**config.mk**
```make
export PLATFORM = sky130hd
export DESIGN_NAME = mandelbrot_escape_time_core
export DESIGN_NICKNAME = d
export VERILOG_FILES = /design/src/hw/rtl/mbet_pkg.sv /design/src/hw/rtl/mandelbrot_escape_time_core.sv
export SDC_FILE = /design/constraint.sdc
export NUM_CORES = 2
export LEC_CHECK = 0
export BUFFER_PORTS_ARGS = -buffer_cell sky130_fd_sc_hd__clkbuf_2
export CELL_PAD_IN_SITES_DETAIL_PLACEMENT = 0
export CELL_PAD_IN_SITES_GLOBAL_PLACEMENT = 1
export CORE_ASPECT_RATIO = 1.5
export CORE_MARGIN = 1
export CORE_UTILIZATION = 33
export CTS_BUF_LIST = sky130_fd_sc_hd__clkbuf_4 sky130_fd_sc_hd__clkbuf_8
export CTS_CLUSTER_DIAMETER = 120
export DETAILED_ROUTE_END_ITERATION = 8
export PLACE_DENSITY = 0.58
export SLEW_MARGIN = 40
export SYNTH_ARGS = -nofsm -noshare
export SYNTH_HDL_FRONTEND = slang
export SYNTH_SLANG_ARGS = --single-unit
```
**constraint.sdc**
```tcl
create_clock -name clk -period 10.8 [get_ports clk]
set_input_delay 0.54 -clock clk [delete_from_list [all_inputs] [get_ports clk]]
set_output_delay 0.54 -clock clk [all_outputs]
set_load 0.02 [all_outputs]
```
**src/hw/rtl/mbet_pkg.sv**
```systemverilog
// Shared types, constants and saturation helpers for the escape-time core.
package mbet_pkg;

  localparam int unsigned POINT_W = 48;
  localparam int unsigned WORD_W  = 64;
  localparam int unsigned CFG_W   = 16;
  localparam int unsigned OUT_W   = 16;

  localparam logic [63:0] ESCAPE_INT = 64'd250000;
  localparam logic [63:0] SAT_MAX    = 64'h7FFF_FFFF_FFFF_FFFF;
  localparam logic [63:0] SAT_MIN    = 64'h8000_0000_0000_0000;

  // Controller states, one-hot.
  typedef enum logic [3:0] {
    S_IDLE = 4'b0001,
    S_TEST = 4'b0010,
    S_MUL  = 4'b0100,
    S_UPD  = 4'b1000
  } state_t;

  // Which product the shared multiplier is working on.
  typedef enum logic [1:0] {
    OP_XY = 2'd0,
    OP_XX = 2'd1,
    OP_YY = 2'd2
  } mul_op_t;

  // Clamp a 66-bit signed sum to the signed 64-bit range.
  function automatic logic [63:0] clamp66(input logic signed [65:0] v);
    logic [63:0] r;
    if (v[65:63] == 3'b000 || v[65:63] == 3'b111) begin
      r = v[63:0];
    end else if (v[65]) begin
      r = SAT_MIN;
    end else begin
      r = SAT_MAX;
    end
    return r;
  endfunction

  // Magnitude of a signed 64-bit word as an unsigned 64-bit word.
  function automatic logic [63:0] mag64(input logic [63:0] v);
    logic [63:0] r;
    r = v[63] ? (~v + 64'd1) : v;
    return r;
  endfunction

endpackage

```
**src/hw/rtl/mandelbrot_escape_time_core.sv**
```systemverilog
// Escape-time iteration core: counts passes of z = z*z + c for one point.
//
// Usage: a point c = (point_real, point_imag) in signed fixed point with FRAC_BITS
// fraction bits is offered on in_valid/in_ready. The core takes one request at a
// time; in_ready is high only while no point is in work. The pass count comes out
// on iteration_count with out_valid/out_ready. The result sits in an output
// register, so the next point can be accepted while the previous count waits.
// The dwell limit max_iterations is written through cfg_valid/cfg_ready/cfg_data;
// cfg_ready is always high and writes are meant for idle periods.
//
// Each pass runs three 64x64 products through one shared 32x32 multiplier,
// four partial products each, plus a test and an update step. A point that
// ends in the test step raises out_valid with its count, and the core is back
// in idle, ready for the next point, in the same cycle that out_valid rises.
// If the receiver stalls while a finished count is still waiting, the core holds
// its finished point in the test step until the output register frees up.
// Reset (rst, synchronous) empties the core and sets max_iterations to 65535.
module mandelbrot_escape_time_core #(
  parameter int FRAC_BITS  = 44,
  parameter int COUNT_BITS = 16
) (
  input  logic                                clk,
  input  logic                                rst,
  input  logic                                in_valid,
  output logic                                in_ready,
  input  logic signed [mbet_pkg::POINT_W-1:0] point_real,
  input  logic signed [mbet_pkg::POINT_W-1:0] point_imag,
  output logic                                out_valid,
  input  logic                                out_ready,
  output logic        [mbet_pkg::OUT_W-1:0]   iteration_count,
  input  logic                                cfg_valid,
  output logic                                cfg_ready,
  input  logic        [mbet_pkg::CFG_W-1:0]   cfg_data
);

  import mbet_pkg::*;

  // Squares shift by FRAC_BITS; the doubled cross product by one less.
  localparam int SH_SQ = FRAC_BITS;
  localparam int SH_XY = FRAC_BITS - 1;

  // Escape threshold 250000 in the working format, saturated when it cannot fit.
  localparam logic [63:0] ESC_LIMIT =
    (ESCAPE_INT > (SAT_MAX >> FRAC_BITS)) ? SAT_MAX : (ESCAPE_INT << FRAC_BITS);

  // Sequencer steps inside one product: load, four multiplies, drain, write back.
  localparam logic [2:0] CNT_LOAD = 3'd0;
  localparam logic [2:0] CNT_LAST = 3'd6;

  state_t                state;
  state_t                state_next;
  mul_op_t               op;
  logic [2:0]            cnt;
  logic [COUNT_BITS-1:0] max_iter;
  logic [COUNT_BITS-1:0] iter;

  // Point and iteration variables.
  logic [POINT_W-1:0]    cx;
  logic [POINT_W-1:0]    cy;
  logic [63:0]           x;
  logic [63:0]           y;
  logic [63:0]           x2;
  logic [63:0]           y2;
  logic [63:0]           tp;
  logic                  tp_neg;

  // Shared multiplier datapath.
  logic [63:0]           opa;
  logic [63:0]           opb;
  logic                  prod_neg;
  logic [63:0]           pp;
  logic [1:0]            pp_idx;
  logic [1:0]            mul_idx;
  logic [127:0]          acc;
  logic [127:0]          addend;
  logic [31:0]           mul_a;
  logic [31:0]           mul_b;
  logic [63:0]           sq_res;
  logic [63:0]           xy_res;

  logic [64:0]           mag_sum;
  logic                  keep_going;
  logic                  finish;
  logic signed [65:0]    nx_sum;
  logic signed [65:0]    ny_sum;
  logic signed [65:0]    cx_ext;
  logic signed [65:0]    cy_ext;

  assign in_ready  = (state == S_IDLE);
  assign cfg_ready = 1'b1;

  // Escape and dwell test on the current squares.
  assign mag_sum    = {1'b0, x2} + {1'b0, y2};
  assign keep_going = (iter < max_iter) && (mag_sum < {1'b0, ESC_LIMIT});
  assign finish     = (state == S_TEST) && !keep_going && (!out_valid || out_ready);

  // Partial product select: low*low, low*high, high*low, high*high.
  assign mul_idx = 2'(cnt - 3'd1);
  always_comb begin
    mul_a = mul_idx[1] ? opa[63:32] : opa[31:0];
    mul_b = mul_idx[0] ? opb[63:32] : opb[31:0];
  end

  always_comb begin
    case (pp_idx) inside
      2'd0:       addend = {64'd0, pp};
      2'd1, 2'd2: addend = {32'd0, pp, 32'd0};
      default:    addend = {pp, 64'd0};
    endcase
  end

  // Truncating shift of the full product, saturated to the largest positive value.
  assign sq_res = (|acc[127:SH_SQ+63]) ? SAT_MAX : {1'b0, acc[SH_SQ+62:SH_SQ]};
  assign xy_res = (|acc[127:SH_XY+63]) ? SAT_MAX : {1'b0, acc[SH_XY+62:SH_XY]};

  // Next z from the stored squares and the signed cross product.
  assign cx_ext = {{(66-POINT_W){cx[POINT_W-1]}}, cx};
  assign cy_ext = {{(66-POINT_W){cy[POINT_W-1]}}, cy};
  assign nx_sum = $signed({2'b00, x2}) - $signed({2'b00, y2}) + cx_ext;
  assign ny_sum = tp_neg ? (cy_ext - $signed({2'b00, tp})) : (cy_ext + $signed({2'b00, tp}));

  always_comb begin
    state_next = state;
    unique case (state)
      S_IDLE: begin
        if (in_valid) state_next = S_TEST;
      end
      S_TEST: begin
        if (keep_going) begin
          state_next = S_MUL;
        end else if (finish) begin
          state_next = S_IDLE;
        end
      end
      S_MUL: begin
        if (cnt == CNT_LAST) begin
          if (op == OP_XY) begin
            state_next = S_UPD;
          end else if (op == OP_YY) begin
            state_next = S_TEST;
          end
        end
      end
      S_UPD: begin
        state_next = S_MUL;
      end
      default: state_next = S_IDLE;
    endcase
  end

  // Control registers.
  always_ff @(posedge clk) begin
    if (rst) begin
      state     <= S_IDLE;
      op        <= OP_XY;
      cnt       <= CNT_LOAD;
      out_valid <= 1'b0;
      max_iter  <= COUNT_BITS'(16'hFFFF);
      iter      <= '0;
    end else begin
      state <= state_next;
      if (cfg_valid) max_iter <= COUNT_BITS'(cfg_data);

      if (finish) begin
        out_valid <= 1'b1;
      end else if (out_ready) begin
        out_valid <= 1'b0;
      end

      if (state == S_IDLE && in_valid) begin
        iter <= '0;
      end else if (state == S_UPD) begin
        iter <= COUNT_BITS'(iter + 1'b1);
      end

      if (state == S_TEST && keep_going) begin
        op  <= OP_XY;
        cnt <= CNT_LOAD;
      end else if (state == S_UPD) begin
        op  <= OP_XX;
        cnt <= CNT_LOAD;
      end else if (state == S_MUL) begin
        if (cnt == CNT_LAST) begin
          cnt <= CNT_LOAD;
          if (op == OP_XX) op <= OP_YY;
        end else begin
          cnt <= cnt + 3'd1;
        end
      end
    end
  end

  // Datapath registers.
  always_ff @(posedge clk) begin
    if (finish) iteration_count <= OUT_W'(iter);

    if (state == S_IDLE && in_valid) begin
      cx <= point_real;
      cy <= point_imag;
      x  <= '0;
      y  <= '0;
      x2 <= '0;
      y2 <= '0;
    end

    if (state == S_UPD) begin
      x <= clamp66(nx_sum);
      y <= clamp66(ny_sum);
    end

    if (state == S_MUL) begin
      if (cnt == CNT_LOAD) begin
        opa      <= (op == OP_YY) ? mag64(y) : mag64(x);
        opb      <= (op == OP_XX) ? mag64(x) : mag64(y);
        prod_neg <= x[63] ^ y[63];
        acc      <= '0;
      end
      if (cnt >= 3'd1 && cnt <= 3'd4) begin
        pp     <= 64'(mul_a) * 64'(mul_b);
        pp_idx <= mul_idx;
      end
      if (cnt >= 3'd2 && cnt <= 3'd5) begin
        acc <= acc + addend;
      end
      if (cnt == CNT_LAST) begin
        case (op)
          OP_XY: begin
            tp     <= xy_res;
            tp_neg <= prod_neg;
          end
          OP_XX:   x2 <= sq_res;
          default: y2 <= sq_res;
        endcase
      end
    end
  end

`ifndef ASSERT_OFF
  a_iter_bound: assert property (@(posedge clk) disable iff (rst)
    state == S_TEST |-> iter <= max_iter)
    else $error("pass count ran past the dwell limit");

  a_squares_positive: assert property (@(posedge clk) disable iff (rst)
    state == S_MUL |-> !x2[63] && !y2[63])
    else $error("stored square is negative");

  a_cnt_idle: assert property (@(posedge clk) disable iff (rst)
    state != S_MUL |-> cnt == CNT_LOAD)
    else $error("multiplier step counter active outside a product");

  a_accept_to_test: assert property (@(posedge clk) disable iff (rst)
    in_valid && in_ready |=> state == S_TEST)
    else $error("accepted point did not start its test step");

  a_finish_output: assert property (@(posedge clk) disable iff (rst)
    finish |=> out_valid && state == S_IDLE)
    else $error("finished point did not reach the output register");
`endif

endmodule
```
==> impl_results.md <==
- Outcome: complete, no violations
- Root buf cell: clkbuf_8
- Placement Rows: 230
- Count leader, synth: nor2_1
- Seq/Total Area, Yosys: 25.57%
- Yosys warning count: 0
- Mean Syn Cell Area: 9.114 um^2
- Post-Place Setup Slack: 134.0 ps
- Core Util, Final: between 30% and 40%
- Mapped Nets: 11230
- Period utilisation layout: 95.31%
- Post-synth ARST share: 0%
- Buffers and inverters on the worst path: 9
- Post-synthesis sequential element count: ~800
- Critical path type: register to register
- DP Area: between 0.09 and 0.1 mm^2
- Core area: roughly 0.26 mm^2
- IO Pins: ~140
- Avg WL per Cell: 26.55 um
- Crit path from: cnt[1]$_SDFFE_PP0P_
- # H-tree levels: 4
- Clock Path Buffers: 4
- Fillers: between 20000 and 30000
- Commonest cells in the netlist: 1153 x nor2_1, 1107 x inv_1, 900 x fa_1
- Max_slew headroom: 38.13%
- Post-route antenna net violation count: 0
- Power per cell area: 137.9 mW/mm^2
- Hpwl dp: 292400 um
- Measured slew at the worst slew-check pin: between 900 and 1000 ps
- Final setup TNS: 0 ps
- Yosys cell types: 82
- Cts bufs inserted: between 100 and 150
- CTS tree: yes
- Clock skew: about 90 ps
- Routed via count: 70300
- First-pass GRT wire length: 508900 um
- CP Data Required Time: between 10000 and 15000 ps
- EDFF count, synth: 627
- Setup repair after global routing missed its margin: false
- Design area: roughly 0.097 mm^2
- Vias in the first global route: 73770
- Post-synth top area share: 21.65%
- Area leader, netlist: edfxtp_1
- Congestion Overflow GR: 0
- Max-Cap Viols: 0
- CP startpoint kind: register
- 1st-iter DRT viols: 4347
- Clk sink count: 797
- IO buf count: about 130
- Min Tclk post-route: about 10000 ps
- Hold WC Path Type: input port to register
- Vias/cell: 5.300
- Initial antenna violation count: 12
- Setup violators final: 0
- Final WS setup: about 510 ps
- Crit-path max FO: 19
- CP max-delay cell: fa_1
- CP Capture Type: register
- Max Clk Rate: about 100 MHz
- Reg-to-Reg Start: cnt[1]$_SDFFE_PP0P_
- Critical Path AT: 10900 ps
- Main area contributors after synthesis: edfxtp_1 22%, fa_1 21%, ha_1 9.7%, nor2_1 5.0%, inv_1 4.8%
- Area Growth Syn to Fin: 11.11%
- Die height: around 630 um
- Peak VDD IR: 195.0 uV
- Residual DRC: 0
- Die width: 421.1 um
- Layout Nets: 11360
- Critical Path Most Common Cell: fa_1
- Pre-Repair DR Iteration Count: 6
- Final hold slack: 108.6 ps
- Max Slew Vio Count: 0
- Initial Util: roughly a third
- Final Hold Violating Endpoints: 0
- Clock Latency Late Sink: 890 ps
- GRT Overall Usage: 26.16%
- Layout cell share with drive strength beyond 1: 7.587%
- Setup bufs post-CTS: 0
- Synth Flop Type: edfxtp_1
- Slowest stage delay, CP: 590 ps
- Delay-heaviest family, CP: adder cells
- Placer Congestion: 0.9592
- Mapped Cells: between 9000 and 10000
- Leakage: between 40 and 50 nW
- Hold Crit Start: in_valid
- Cell Area, Synth: approximately 0.087 mm^2
- Largest net degree at the start of global routing: 73
- Reg area: 0.02224 mm^2
- Die area: 0.2656 mm^2
- Footprint of the multi-input gates: 0.05951 mm^2
- Clk pin slew, worst setup/hold paths: approximately 70 ps
- Final WL: 352200 um
-- where the power goes --
| part | internal, W | switching (W) | total (W) | leakage (nW) |
|---|---|---|---|---|
| logic | 0.00224 | 0.00420 | 0.00645 | 33.6 |
| clock network | 0.00171 | 0.00143 | 0.00314 | 1.55 |
| registers | 0.00365 | 0.0000866 | 0.00373 | 7.46 |
-- cell type report --
| type | count | share of cell area [%] |
|---|---|---|
| inverters | 1109 | 4.312 |
| diodes | 17 | 0.04404 |
| repair buffers | 433 | 3.458 |
| multi-input cells | 7183 | 61.60 |
| clock inverters | 57 | 0.5841 |
| well taps | 3480 | 4.507 |
| clock buffers | 188 | 2.478 |
| flip-flops and latches | 797 | 23.02 |
-- cell usage in the layout, fill, tap and decap left out, types with 264 or more instances in the layout --
master,synthesis,final
a21o_1,265,264
a21oi_1,535,533
edfxtp_1,627,627
fa_1,900,900
ha_1,672,670
inv_1,1107,1106
nand2_1,883,879
nor2_1,1153,1149
o21ai_0,550,550
xnor2_1,304,299
-- worst reg2reg max path, delay by kind of cell, from the launching register on --
kind | cells | cell delay, ps
AOI/OAI and AO/OA | 11 | 2350
xor gates and xnor gates | 1 | 140
adders and majority gates | 10 | 4910
buffers and inverters | 9 | 1580
DFF | 1 | 410
muxes | 1 | 500
and+or+nand+nor | 2 | 170
-- metal layers --
metal	global-route usage [%]	part of all wire, %	up-vias
li1	-	-	32390
met1	28.51	37	35410
met2	48.68	52	1879
met3	2.201	3.5	612
met4	16.23	7.3	2
met5	0	0.0031	-
-- flip-flops by register name (all words and copies together), names as in the netlist, 48 cells and up --
register,cells
acc,128
opa,64
opb,64
pp,64
x2,64
x,64
y2,64
y,64
tp,63
cx,48
cy,48
-- cells by family after synthesis --
| kind of cell | share of synthesized area (%) |
|---|---|
| buffers and inverters | 6.742 |
| adders and majority gates | 30.39 |
| other | 0.004313 |
| AOI/OAI and AO/OA | 13.87 |
| muxes | 3.442 |
| xor gates and xnor gates | 5.591 |
| and+or+nand+nor | 14.39 |
| DFF | 25.57 |
-- per-stage QoR --
step                power, W  cells
CTS                  0.01342  13240
global placement     0.01008  12880
detailed placement   0.01007  12880
finish               0.01332  13260
global route         0.01399  13250
floorplan           0.007345   9540
-- path summary, 6_finish.rpt --
check | to | slack [ps] | depth (start not counted)
worst min register to register | tp_neg$_DFFE_PP_ | 470 | 0
worst max-delay path | pp[58]$_DFFE_PP_ | 510 | 34
worst max register to register | pp[58]$_DFFE_PP_ | 510 | 34
worst min-delay path | state[1]$_SDFFE_PP0P_ | 110 | 3
-- what timing repair did --
item,in CTS,in global routing
setup endpoints to repair,0,5
endpoints found under the hold margin,115,0
hold buffers,115,0
resized for setup,0,4
Power figures use the tool's default switching activity.
